==> config.mk <==
export PLATFORM = sky130hd
export DESIGN_NAME = pcx_rle_image_decoder_top
export DESIGN_NICKNAME = d
export VERILOG_FILES = /design/src/rtl/core/pcx_pkg.sv /design/src/rtl/core/pcx_front.sv /design/src/rtl/core/pcx_back.sv /design/src/rtl/core/pcx_rle_image_decoder_top.sv
export SDC_FILE = /design/constraint.sdc
export NUM_CORES = 1
export LEC_CHECK = 0
export BUFFER_PORTS_ARGS = -buffer_cell sky130_fd_sc_hd__buf_2
export CAP_MARGIN = 25
export CORE_ASPECT_RATIO = 0.8
export CORE_MARGIN = 2
export CORE_UTILIZATION = 63
export CTS_BUF_LIST = sky130_fd_sc_hd__clkbuf_4 sky130_fd_sc_hd__clkbuf_8
export DETAILED_ROUTE_END_ITERATION = 10
export GPL_TIMING_DRIVEN = 1
export PLACE_DENSITY = 0.92
export SETUP_SLACK_MARGIN = 0.5
export SLEW_MARGIN = 20
export SYNTH_ARGS = -nofsm -noshare
export SYNTH_HDL_FRONTEND = slang
export SYNTH_SLANG_ARGS = --single-unit
==> constraint.sdc <==
create_clock -name i_clk -period 6.7 [get_ports i_clk]
set_input_delay 0.335 -clock i_clk [delete_from_list [all_inputs] [get_ports i_clk]]
set_output_delay 0.335 -clock i_clk [all_outputs]
set_load 0.01 [all_outputs]
==> src/rtl/core/pcx_pkg.sv <==
// shared types, constants and helpers of the pcx run-length image decoder
// no dependencies; imported by every module of the block
package pcx_pkg;

    localparam int MAX_DIMENSION   = 4096;
    localparam int LINE_LIMIT      = 8192;
    localparam int PALETTE_SIZE    = 256;
    localparam int PAL_W           = $clog2(PALETTE_SIZE);
    localparam int QUEUE_DEPTH_DEF = 4;

    localparam logic [7:0] RUN_THRESHOLD = 8'd192;
    localparam logic [7:0] MARKER_BYTE   = 8'h0C;
    localparam logic [3:0] BPP_SUPPORTED = 4'd8;

    typedef enum logic [2:0] {
        PH_PIXEL,
        PH_MARKER,
        PH_PALETTE,
        PH_DONE,
        PH_ERROR
    } t_phase;

    typedef enum logic [1:0] {
        KIND_PIXEL = 2'd0,
        KIND_COLOR = 2'd1,
        KIND_ERROR = 2'd2
    } t_kind;

    typedef enum logic {
        ERR_BAD_DEPTH = 1'b0,
        ERR_NO_MARKER = 1'b1
    } t_err;

    typedef enum logic [1:0] {
        CFG_BYTES_PER_LINE = 2'd0,
        CFG_IMAGE_WIDTH    = 2'd1,
        CFG_IMAGE_HEIGHT   = 2'd2,
        CFG_BITS_PER_PIXEL = 2'd3
    } t_cfg_reg;

    typedef struct packed {
        logic [13:0] bytes_per_line;
        logic [12:0] image_width;
        logic [12:0] image_height;
        logic [3:0]  bits_per_pixel;
    } t_cfg;

    // one classified file byte as it waits in the queue
    typedef struct packed {
        logic [7:0] file_byte;
        logic       is_run;
        logic       is_marker;
        logic [4:0] color;
    } t_item;

    typedef struct packed {
        t_kind       kind;
        logic [11:0] column;
        logic [11:0] row;
        logic [7:0]  palette_index;
        logic [14:0] value;
        t_err        error_code;
        logic        last;
    } t_result;

    // min(x + 4, 255) >> 3
    function automatic logic [4:0] scale_color(input logic [7:0] x);
        logic [8:0] s;
        s = {1'b0, x} + 9'd4;
        if (s[8]) begin
            return 5'd31;
        end
        return s[7:3];
    endfunction

endpackage

==> src/rtl/core/pcx_front.sv <==
// front end: accepts file bytes, classifies them and queues them for the back end
// depends on pcx_pkg
module pcx_front
    import pcx_pkg::*;
#(
    parameter int QUEUE_DEPTH = QUEUE_DEPTH_DEF
) (
    input  logic  i_clk,
    input  logic  i_rst_n,
    input  logic  i_byte_valid,
    output logic  o_byte_ready,
    input  logic [7:0] i_byte,
    output logic  o_q_valid,
    output t_item o_q_item,
    input  logic  i_q_pop
);

    localparam int AW = $clog2(QUEUE_DEPTH);
    localparam int CW = $clog2(QUEUE_DEPTH + 1);

    t_item          r_mem [QUEUE_DEPTH];
    logic [AW-1:0]  r_wr_ptr, n_wr_ptr;
    logic [AW-1:0]  r_rd_ptr, n_rd_ptr;
    logic [CW-1:0]  r_count, n_count;
    logic           push;
    t_item          cls;

    always_comb begin
        cls.file_byte = i_byte;
        cls.is_run    = (i_byte >= RUN_THRESHOLD);
        cls.is_marker = (i_byte == MARKER_BYTE);
        cls.color     = scale_color(i_byte);
    end

    assign o_byte_ready = (r_count != CW'(QUEUE_DEPTH));
    assign push         = i_byte_valid && o_byte_ready;
    assign o_q_valid    = (r_count != '0);
    assign o_q_item     = r_mem[r_rd_ptr];

    always_comb begin
        n_wr_ptr = r_wr_ptr;
        n_rd_ptr = r_rd_ptr;
        n_count  = r_count;
        if (push) begin
            n_wr_ptr = (r_wr_ptr == AW'(QUEUE_DEPTH - 1)) ? '0 : r_wr_ptr + AW'(1);
        end
        if (i_q_pop) begin
            n_rd_ptr = (r_rd_ptr == AW'(QUEUE_DEPTH - 1)) ? '0 : r_rd_ptr + AW'(1);
        end
        if (push && !i_q_pop) begin
            n_count = r_count + CW'(1);
        end else if (!push && i_q_pop) begin
            n_count = r_count - CW'(1);
        end
    end

    always_ff @(posedge i_clk) begin
        if (!i_rst_n) begin
            r_wr_ptr <= '0;
            r_rd_ptr <= '0;
            r_count  <= '0;
        end else begin
            r_wr_ptr <= n_wr_ptr;
            r_rd_ptr <= n_rd_ptr;
            r_count  <= n_count;
        end
    end

    always_ff @(posedge i_clk) begin
        if (push) begin
            r_mem[r_wr_ptr] <= cls;
        end
    end

    a_full_ptrs_meet: assert property (@(posedge i_clk) disable iff (!i_rst_n)
        (r_count == CW'(QUEUE_DEPTH)) |-> (r_wr_ptr == r_rd_ptr))
        else $error("queue full but pointers differ");

endmodule

==> src/rtl/core/pcx_back.sv <==
// back end: scan line bookkeeping, run expansion, marker check and palette packing
// depends on pcx_pkg; fed by pcx_front through its queue
module pcx_back
    import pcx_pkg::*;
(
    input  logic    i_clk,
    input  logic    i_rst_n,
    input  t_cfg    i_cfg,
    input  logic    i_q_valid,
    input  t_item   i_q_item,
    output logic    o_q_pop,
    output logic    o_out_valid,
    output t_result o_out,
    input  logic    i_out_ready
);

    t_phase          r_phase, n_phase;
    logic [12:0]     r_pos, n_pos;
    logic [12:0]     r_row, n_row;
    logic            r_awaiting, n_awaiting;
    logic [5:0]      r_pending, n_pending;
    logic [5:0]      r_run_left, n_run_left;
    logic [7:0]      r_run_val, n_run_val;
    logic [1:0]      r_step, n_step;
    logic [PAL_W-1:0] r_count, n_count;
    logic [4:0]      r_red, n_red;
    logic [4:0]      r_green, n_green;
    logic            r_out_valid;
    t_result         r_out, n_res;
    logic            n_load;

    logic [12:0] eff_w, eff_h;
    logic [13:0] eff_bpl;
    logic        can_emit, run_active;

    t_phase      s_phase;
    logic [12:0] s_pos, s_row;
    logic        s_await;

    logic [12:0] base_pos, base_row;
    logic [7:0]  base_val;
    logic [13:0] pos_inc;
    logic [12:0] row_inc;
    logic        px_emit, px_line_end, px_tail, px_marker;
    logic [12:0] px_pos, px_row;
    t_result     px_res;

    always_comb begin
        eff_w   = (i_cfg.image_width > 13'(MAX_DIMENSION)) ? 13'(MAX_DIMENSION)
                                                         : i_cfg.image_width;
        eff_h   = (i_cfg.image_height > 13'(MAX_DIMENSION)) ? 13'(MAX_DIMENSION)
                                                          : i_cfg.image_height;
        eff_bpl = (i_cfg.bytes_per_line > 14'(LINE_LIMIT)) ? 14'(LINE_LIMIT)
                                                         : i_cfg.bytes_per_line;
    end

    assign can_emit   = !r_out_valid || i_out_ready;
    assign run_active = (r_run_left != '0);

    // line and row bookkeeping that precedes each byte
    always_comb begin
        s_phase = r_phase;
        s_pos   = r_pos;
        s_row   = r_row;
        s_await = r_awaiting;
        if (r_phase == PH_PIXEL) begin
            if (r_row >= eff_h || eff_bpl == '0) begin
                s_phase = PH_MARKER;
                s_await = 1'b0;
            end else if ({1'b0, r_pos} >= eff_bpl) begin
                s_pos = '0;
                s_row = r_row + 13'd1;
                if (s_row >= eff_h) begin
                    s_phase = PH_MARKER;
                    s_await = 1'b0;
                end
            end
        end
    end

    // one pixel position, shared by literals and run steps
    always_comb begin
        base_pos    = run_active ? r_pos : s_pos;
        base_row    = run_active ? r_row : s_row;
        base_val    = run_active ? r_run_val : i_q_item.file_byte;
        pos_inc     = {1'b0, base_pos} + 14'd1;
        row_inc     = base_row + 13'd1;
        px_emit     = (base_pos < eff_w);
        px_line_end = (pos_inc >= eff_bpl);
        px_tail     = (pos_inc >= {1'b0, eff_w});
        px_marker   = px_line_end && (row_inc >= eff_h);
        px_pos      = px_line_end ? '0 : pos_inc[12:0];
        px_row      = px_line_end ? row_inc : base_row;
        px_res.kind          = KIND_PIXEL;
        px_res.column        = base_pos[11:0];
        px_res.row           = base_row[11:0];
        px_res.palette_index = '0;
        px_res.value         = {7'd0, base_val};
        px_res.error_code    = ERR_BAD_DEPTH;
        px_res.last          = 1'b1;
    end

    always_comb begin
        n_phase    = r_phase;
        n_pos      = r_pos;
        n_row      = r_row;
        n_awaiting = r_awaiting;
        n_pending  = r_pending;
        n_run_left = r_run_left;
        n_run_val  = r_run_val;
        n_step     = r_step;
        n_count    = r_count;
        n_red      = r_red;
        n_green    = r_green;
        n_load     = 1'b0;
        o_q_pop    = 1'b0;
        n_res.kind          = KIND_ERROR;
        n_res.column        = '0;
        n_res.row           = '0;
        n_res.palette_index = '0;
        n_res.value         = '0;
        n_res.error_code    = ERR_BAD_DEPTH;
        n_res.last          = 1'b1;

        if (run_active) begin
            // padding positions advance without needing the output
            if (!px_emit || can_emit) begin
                n_pos      = px_pos;
                n_row      = px_row;
                n_run_left = px_line_end ? '0 : r_run_left - 6'd1;
                if (px_marker) begin
                    n_phase = PH_MARKER;
                end
                if (px_emit) begin
                    n_load      = 1'b1;
                    n_res       = px_res;
                    n_res.last  = (r_run_left == 6'd1) || px_line_end || px_tail;
                end
            end
        end else if (i_q_valid && can_emit) begin
            o_q_pop = 1'b1;
            if (r_phase != PH_DONE && r_phase != PH_ERROR) begin
                if (i_cfg.bits_per_pixel != BPP_SUPPORTED) begin
                    n_load           = 1'b1;
                    n_res.error_code = ERR_BAD_DEPTH;
                    n_phase          = PH_ERROR;
                end else begin
                    n_phase    = s_phase;
                    n_pos      = s_pos;
                    n_row      = s_row;
                    n_awaiting = s_await;
                    case (s_phase)
                        PH_PIXEL: begin
                            if (s_await) begin
                                n_awaiting = 1'b0;
                                n_run_left = r_pending;
                                n_run_val  = i_q_item.file_byte;
                            end else if (i_q_item.is_run) begin
                                n_pending  = i_q_item.file_byte[5:0];
                                n_awaiting = 1'b1;
                            end else begin
                                n_pos = px_pos;
                                n_row = px_row;
                                if (px_marker) begin
                                    n_phase = PH_MARKER;
                                end
                                if (px_emit) begin
                                    n_load = 1'b1;
                                    n_res  = px_res;
                                end
                            end
                        end
                        PH_MARKER: begin
                            if (i_q_item.is_marker) begin
                                n_phase = PH_PALETTE;
                                n_step  = '0;
                                n_count = '0;
                            end else begin
                                n_load           = 1'b1;
                                n_res.error_code = ERR_NO_MARKER;
                                n_phase          = PH_ERROR;
                            end
                        end
                        PH_PALETTE: begin
                            case (r_step)
                                2'd0: begin
                                    n_red  = i_q_item.color;
                                    n_step = 2'd1;
                                end
                                2'd1: begin
                                    n_green = i_q_item.color;
                                    n_step  = 2'd2;
                                end
                                default: begin
                                    n_load              = 1'b1;
                                    n_res.kind          = KIND_COLOR;
                                    n_res.palette_index = 8'(r_count);
                                    n_res.value         = {i_q_item.color, r_green, r_red};
                                    n_step              = '0;
                                    n_count             = r_count + PAL_W'(1);
                                    if (r_count == PAL_W'(PALETTE_SIZE - 1)) begin
                                        n_phase = PH_DONE;
                                    end
                                end
                            endcase
                        end
                        default: ;
                    endcase
                end
            end
        end
    end

    always_ff @(posedge i_clk) begin
        if (!i_rst_n) begin
            r_phase     <= PH_PIXEL;
            r_pos       <= '0;
            r_row       <= '0;
            r_awaiting  <= 1'b0;
            r_pending   <= '0;
            r_run_left  <= '0;
            r_step      <= '0;
            r_count     <= '0;
            r_red       <= '0;
            r_green     <= '0;
            r_out_valid <= 1'b0;
        end else begin
            r_phase    <= n_phase;
            r_pos      <= n_pos;
            r_row      <= n_row;
            r_awaiting <= n_awaiting;
            r_pending  <= n_pending;
            r_run_left <= n_run_left;
            r_step     <= n_step;
            r_count    <= n_count;
            r_red      <= n_red;
            r_green    <= n_green;
            if (n_load) begin
                r_out_valid <= 1'b1;
            end else if (i_out_ready) begin
                r_out_valid <= 1'b0;
            end
        end
    end

    always_ff @(posedge i_clk) begin
        r_run_val <= n_run_val;
        if (n_load) begin
            r_out <= n_res;
        end
    end

    assign o_out_valid = r_out_valid;
    assign o_out       = r_out;

    a_run_in_pixel_phase: assert property (@(posedge i_clk) disable iff (!i_rst_n)
        (r_run_left != '0) |-> (r_phase == PH_PIXEL && !r_awaiting))
        else $error("run active outside pixel phase or with a pending header");

    a_error_sticky: assert property (@(posedge i_clk) disable iff (!i_rst_n)
        (r_phase == PH_ERROR) |=> (r_phase == PH_ERROR))
        else $error("left error phase without reset");

    a_done_clean: assert property (@(posedge i_clk) disable iff (!i_rst_n)
        (r_phase == PH_DONE) |-> (r_count == '0 && r_step == '0))
        else $error("palette done with partial entry");

endmodule

==> src/rtl/core/pcx_rle_image_decoder_top.sv <==
// top level of the 8-bit pcx run-length image decoder: header registers and stream ports
// depends on pcx_pkg, pcx_front and pcx_back
//
// Usage: file bytes that follow the pcx header enter on the s_axis channel, one byte
// per transfer. Header values are written beforehand on the cfg channel (index 0 bytes
// per line, 1 image width, 2 image height, 3 bits per pixel), only while no result is
// outstanding. Results leave on m_axis: pixels, palette colors and error reports, with
// tlast on the last result caused by a byte.
// With an idle back end a byte leaves the input queue and its result is loaded into the output
// register in the same cycle; the first pixel of a run is produced from the run count and value
// registers that the value byte loads as it leaves the queue.
// Throughput: literal, marker and palette bytes take one cycle each while the output is
// not stalled. A run value byte then holds the back end for one cycle per pixel position of
// the run while the output is not stalled, padding positions included, up to 63 positions
// or the end of the scan line; the input queue keeps accepting bytes meanwhile until it is full.
// Reset returns the configuration to 1,1,1,8 and the decoder to the start of pixel data.
// When the receiver stalls, the output register holds its result, the back end stops except
// for padding positions of a run, and s_axis_tready falls once the input queue is full.
module pcx_rle_image_decoder_top
    import pcx_pkg::*;
#(
    parameter int QUEUE_DEPTH = QUEUE_DEPTH_DEF
) (
    input  logic        i_clk,
    input  logic        i_rst_n,
    input  logic        s_axis_tvalid,
    output logic        s_axis_tready,
    input  logic [7:0]  s_axis_tdata,   // [7:0] file_byte
    output logic        m_axis_tvalid,
    input  logic        m_axis_tready,
    output logic [47:0] m_axis_tdata,   // [11:0] column, [23:12] row, [31:24] palette_index,
                                        // [46:32] value, [47] error_code
    output logic [1:0]  m_axis_tuser,   // [1:0] kind
    output logic        m_axis_tlast,
    input  logic        i_cfg_valid,
    output logic        o_cfg_ready,
    input  logic [1:0]  i_cfg_index,
    input  logic [13:0] i_cfg_data
);

    t_cfg    r_cfg;
    logic    q_valid, q_pop;
    t_item   q_item;
    t_result out;

    assign o_cfg_ready = 1'b1;

    always_ff @(posedge i_clk) begin
        if (!i_rst_n) begin
            r_cfg.bytes_per_line <= 14'd1;
            r_cfg.image_width    <= 13'd1;
            r_cfg.image_height   <= 13'd1;
            r_cfg.bits_per_pixel <= BPP_SUPPORTED;
        end else if (i_cfg_valid) begin
            case (t_cfg_reg'(i_cfg_index))
                CFG_BYTES_PER_LINE: r_cfg.bytes_per_line <= i_cfg_data;
                CFG_IMAGE_WIDTH:    r_cfg.image_width    <= i_cfg_data[12:0];
                CFG_IMAGE_HEIGHT:   r_cfg.image_height   <= i_cfg_data[12:0];
                CFG_BITS_PER_PIXEL: r_cfg.bits_per_pixel <= i_cfg_data[3:0];
                default: ;
            endcase
        end
    end

    pcx_front #(
        .QUEUE_DEPTH (QUEUE_DEPTH)
    ) u_front (
        .i_clk        (i_clk),
        .i_rst_n      (i_rst_n),
        .i_byte_valid (s_axis_tvalid),
        .o_byte_ready (s_axis_tready),
        .i_byte       (s_axis_tdata),
        .o_q_valid    (q_valid),
        .o_q_item     (q_item),
        .i_q_pop      (q_pop)
    );

    pcx_back u_back (
        .i_clk       (i_clk),
        .i_rst_n     (i_rst_n),
        .i_cfg       (r_cfg),
        .i_q_valid   (q_valid),
        .i_q_item    (q_item),
        .o_q_pop     (q_pop),
        .o_out_valid (m_axis_tvalid),
        .o_out       (out),
        .i_out_ready (m_axis_tready)
    );

    assign m_axis_tdata = {out.error_code, out.value, out.palette_index, out.row, out.column};
    assign m_axis_tuser = out.kind;
    assign m_axis_tlast = out.last;

endmodule

==> metrics.txt <==
run status=complete, no violations; RSZ-0062 raised after global routing=no; Mapped Avg Cell Area=9.78 um^2; top post-synthesis cells by count=nand2_1, edfxtp_1, nor2_1; Critical Path, Cell by Cell=inv_4, nand2_1, ha_1, a21o_1, a21oi_1, o2bb2ai_1, or4_1, and4_1, buf_4, nor2b_1, ha_1, and3_1, nand4_1, nor3_1, xor2_1, ha_1, nand4_1, nor4_1, a211o_2, and2_1, nor3b_1, o21ai_1, a2111o_1, o21ai_1; fill count=1,429; Crit path max-delay family=simple AND/OR/NAND/NOR gates; via count=11,100; final hold vios=0; maximum buffer depth of the clock tree=3; post-synthesis cell count=1,335; Vias/cell=6.47; r2r setup slk=0.81 ns; Top FF cell, synth=edfxtp_1; gr usage total=0.326; CP Capture Type=register; Post-Route WL=36,000 um; Chip Width=165 um; CTS tree=yes; CP max FO=15; Worst-Margin Slew=0.894 ns; initial core utilization=0.636; LEAKAGE=5.77 nW; delay of the slowest critical-path stage=0.58 ns; VDD IR max=0.330 mV; slowest CP cell=or4_1; Iter 0 DRT Violations=1,558; Area growth syn-to-layout=11.7%; Setup violations, final=0; Fmax achieved=170 MHz; Tcrit/Tclk final=0.879; die height=133 um; gpl congestion=0.956; clock sink count=235; placed insts=1,641; H-tree depth=2; antenna cells=0; most common cell in the netlist=nand2_1; clock insertion delay at the later pin of the skew report=0.57 ns; Distinct cells, synth=81; Async S/R FF share, synth=0; Seq/Total Area, Yosys=0.451; crit path buf inv count=2; Root Buffer=clkbuf_8; gr ovfl total=0; total iterations of the first detailed-routing run=7; Synth top area share=0.274; # rows=47; NumNets Final=1,551; Hold WC Path Type=in -> reg; Multi-input gate area=6810 um^2; max-slew violation count=0; initial antenna violation count=0; synth top area cells=edfxtp_1, dfxtp_1, ha_1; IO Pins=83; pwr/cell area=447 nW/um^2; Worst EP required=7.18 ns; die area=21,900 um^2; CP most frequent cell=ha_1; core area=20,500 um^2; largest net degree at the start of global routing=52; min Tclk post-route=5.89 ns; average wire per standard cell=21.0 um; clk_skew=0.0315 ns; Num CTS Buffers=38; HPWL after DPL=24,700 um; first-pass GRT wire length=55,900 um; Max-cap violations=0; flop and latch count out of synthesis=235; number of synthesized flops with an enable pin=119; WS Path Type=reg -> reg; number of global-route vias before repair=10,500; Critical Path Start Type=register; CTS Hold Buffers Added=0; Synth area leader=edfxtp_1; Syn Nets=1,470; synth warn=0; post-synthesis cell area=13,100 um^2; fin cells=1,713; layout cells sized above 1=0.149; antenna-violating nets left=0; total negative slack=0 ns; Relative slew margins=0.402; sequential cell area=5900 um^2; clock-pin slew on the worst setup and hold paths=0.06 ns; Port Buf Inserts=81; Worst EP arrival=6.37 ns; drt drc=0
[where the power goes]
group / switching (W) / total, W / internal (W)
registers: 0.000202 / 0.00214 / 0.00193
logic: 0.00195 / 0.00296 / 0.00101
clock network: 0.000608 / 0.00142 / 0.000815
total: 0.00276 / 0.00652 / 0.00376
[through the flow]
| stage | setup slack [ns] | total power, W | util | hold WS [ns] | area (um^2) |
|---|---|---|---|---|---|
| floorplan | 0.918 | 0.00408 | - | 0.433 | 13100 |
| finish | 0.813 | 0.00652 | 0.711 | 0.0151 | 14600 |
| detailed placement | 0.728 | 0.00495 | 0.667 | 0.450 | 13700 |
| global route | 0.481 | 0.00682 | 0.711 | 0.0145 | 14600 |
| global placement | 0.934 | 0.00484 | 0.667 | 0.442 | 13700 |
| CTS | 0.707 | 0.00642 | 0.709 | 0.00844 | 14600 |
[placed cells by master, fill, tap and decap left out, drive strengths merged, types with 15 or more instances in the layout]
master	instances
a21oi	98
ha	105
clkbuf	55
nor2	120
xor2	24
inv	31
mux2i	33
xnor2	31
edfxtp	119
nor2b	28
buf	103
dfxtp	116
and3	31
nand4	19
nor3	36
nand2b	16
o21ai	59
mux4	15
nand2	187
nand3	36
[worst paths after layout]
kind                                 startpoint                    to  depth (start not counted)
worst max-delay path                  r_cfg[43]       u_back.r_row[2]                         24
worst min-delay path            s_axis_tdata[3]  u_front.r_mem[0][10]                          1
worst max register to register        r_cfg[43]       u_back.r_row[2]                         24
worst min register to register        r_cfg[15]             r_cfg[15]                          2
[timing repair]
action,in CTS,in global routing
buffers inserted,0,4
gates resized for setup,0,5
endpoints found under the setup margin,0,20
[flip-flops by register name, indices dropped and copies added (netlist names), 3 cells and up, named ones only]
name / count
u_back.r_run_val: 8
u_back.r_run_left: 6
u_back.r_red: 5
u_back.o_out: 51
u_back.r_row: 13
u_back.r_green: 5
u_back.r_phase: 3
u_front.r_count: 3
u_back.r_pos: 13
u_front.r_mem: 60
r_cfg: 44
u_back.r_pending: 6
u_back.r_count: 8
[final cells by class]
class,instances,area share
tap,269,0.0231
timing repair buffer,103,0.0394
sequential,235,0.404
inverter,29,0.00763
clock inverter,13,0.0130
clock buffer,55,0.0463
multi-input combinational,1009,0.467
[per-layer routing]
layer / wire length (um) / share of wire / vias up / GRT usage
met4: 961 / 0.027 / 0 / 0.0990
met3: 4110 / 0.11 / 97 / 0.0687
met5: 0 / 0 / - / 0
met2: 15900 / 0.44 / 712 / 0.493
li1: - / - / 5032 / -
met1: 15000 / 0.42 / 5235 / 0.473
[logic make-up after synthesis]
| logic type | share of synthesized area |
|---|---|
| buffers and inverters | 0.0281 |
| muxes | 0.0537 |
| DFF | 0.451 |
| other | 0.000287 |
| xor gates and xnor gates | 0.0369 |
| and+or+nand+nor | 0.202 |
| AOI/OAI and AO/OA | 0.125 |
| adders and majority gates | 0.102 |
[worst reg2reg max path: stages, from the launching register on]
cell,delay (ns)
dfxtp_1,0.38
inv_4,0.18
nand2_1,0.10
ha_1,0.32
a21o_1,0.17
a21oi_1,0.15
o2bb2ai_1,0.09
or4_1,0.58
and4_1,0.21
buf_4,0.19
nor2b_1,0.19
ha_1,0.26
and3_1,0.29
nand4_1,0.12
nor3_1,0.23
xor2_1,0.31
ha_1,0.31
nand4_1,0.12
nor4_1,0.08
a211o_2,0.45
and2_1,0.25
nor3b_1,0.24
o21ai_1,0.12
a2111o_1,0.42
o21ai_1,0.07
(Power assumes the default switching activity.)
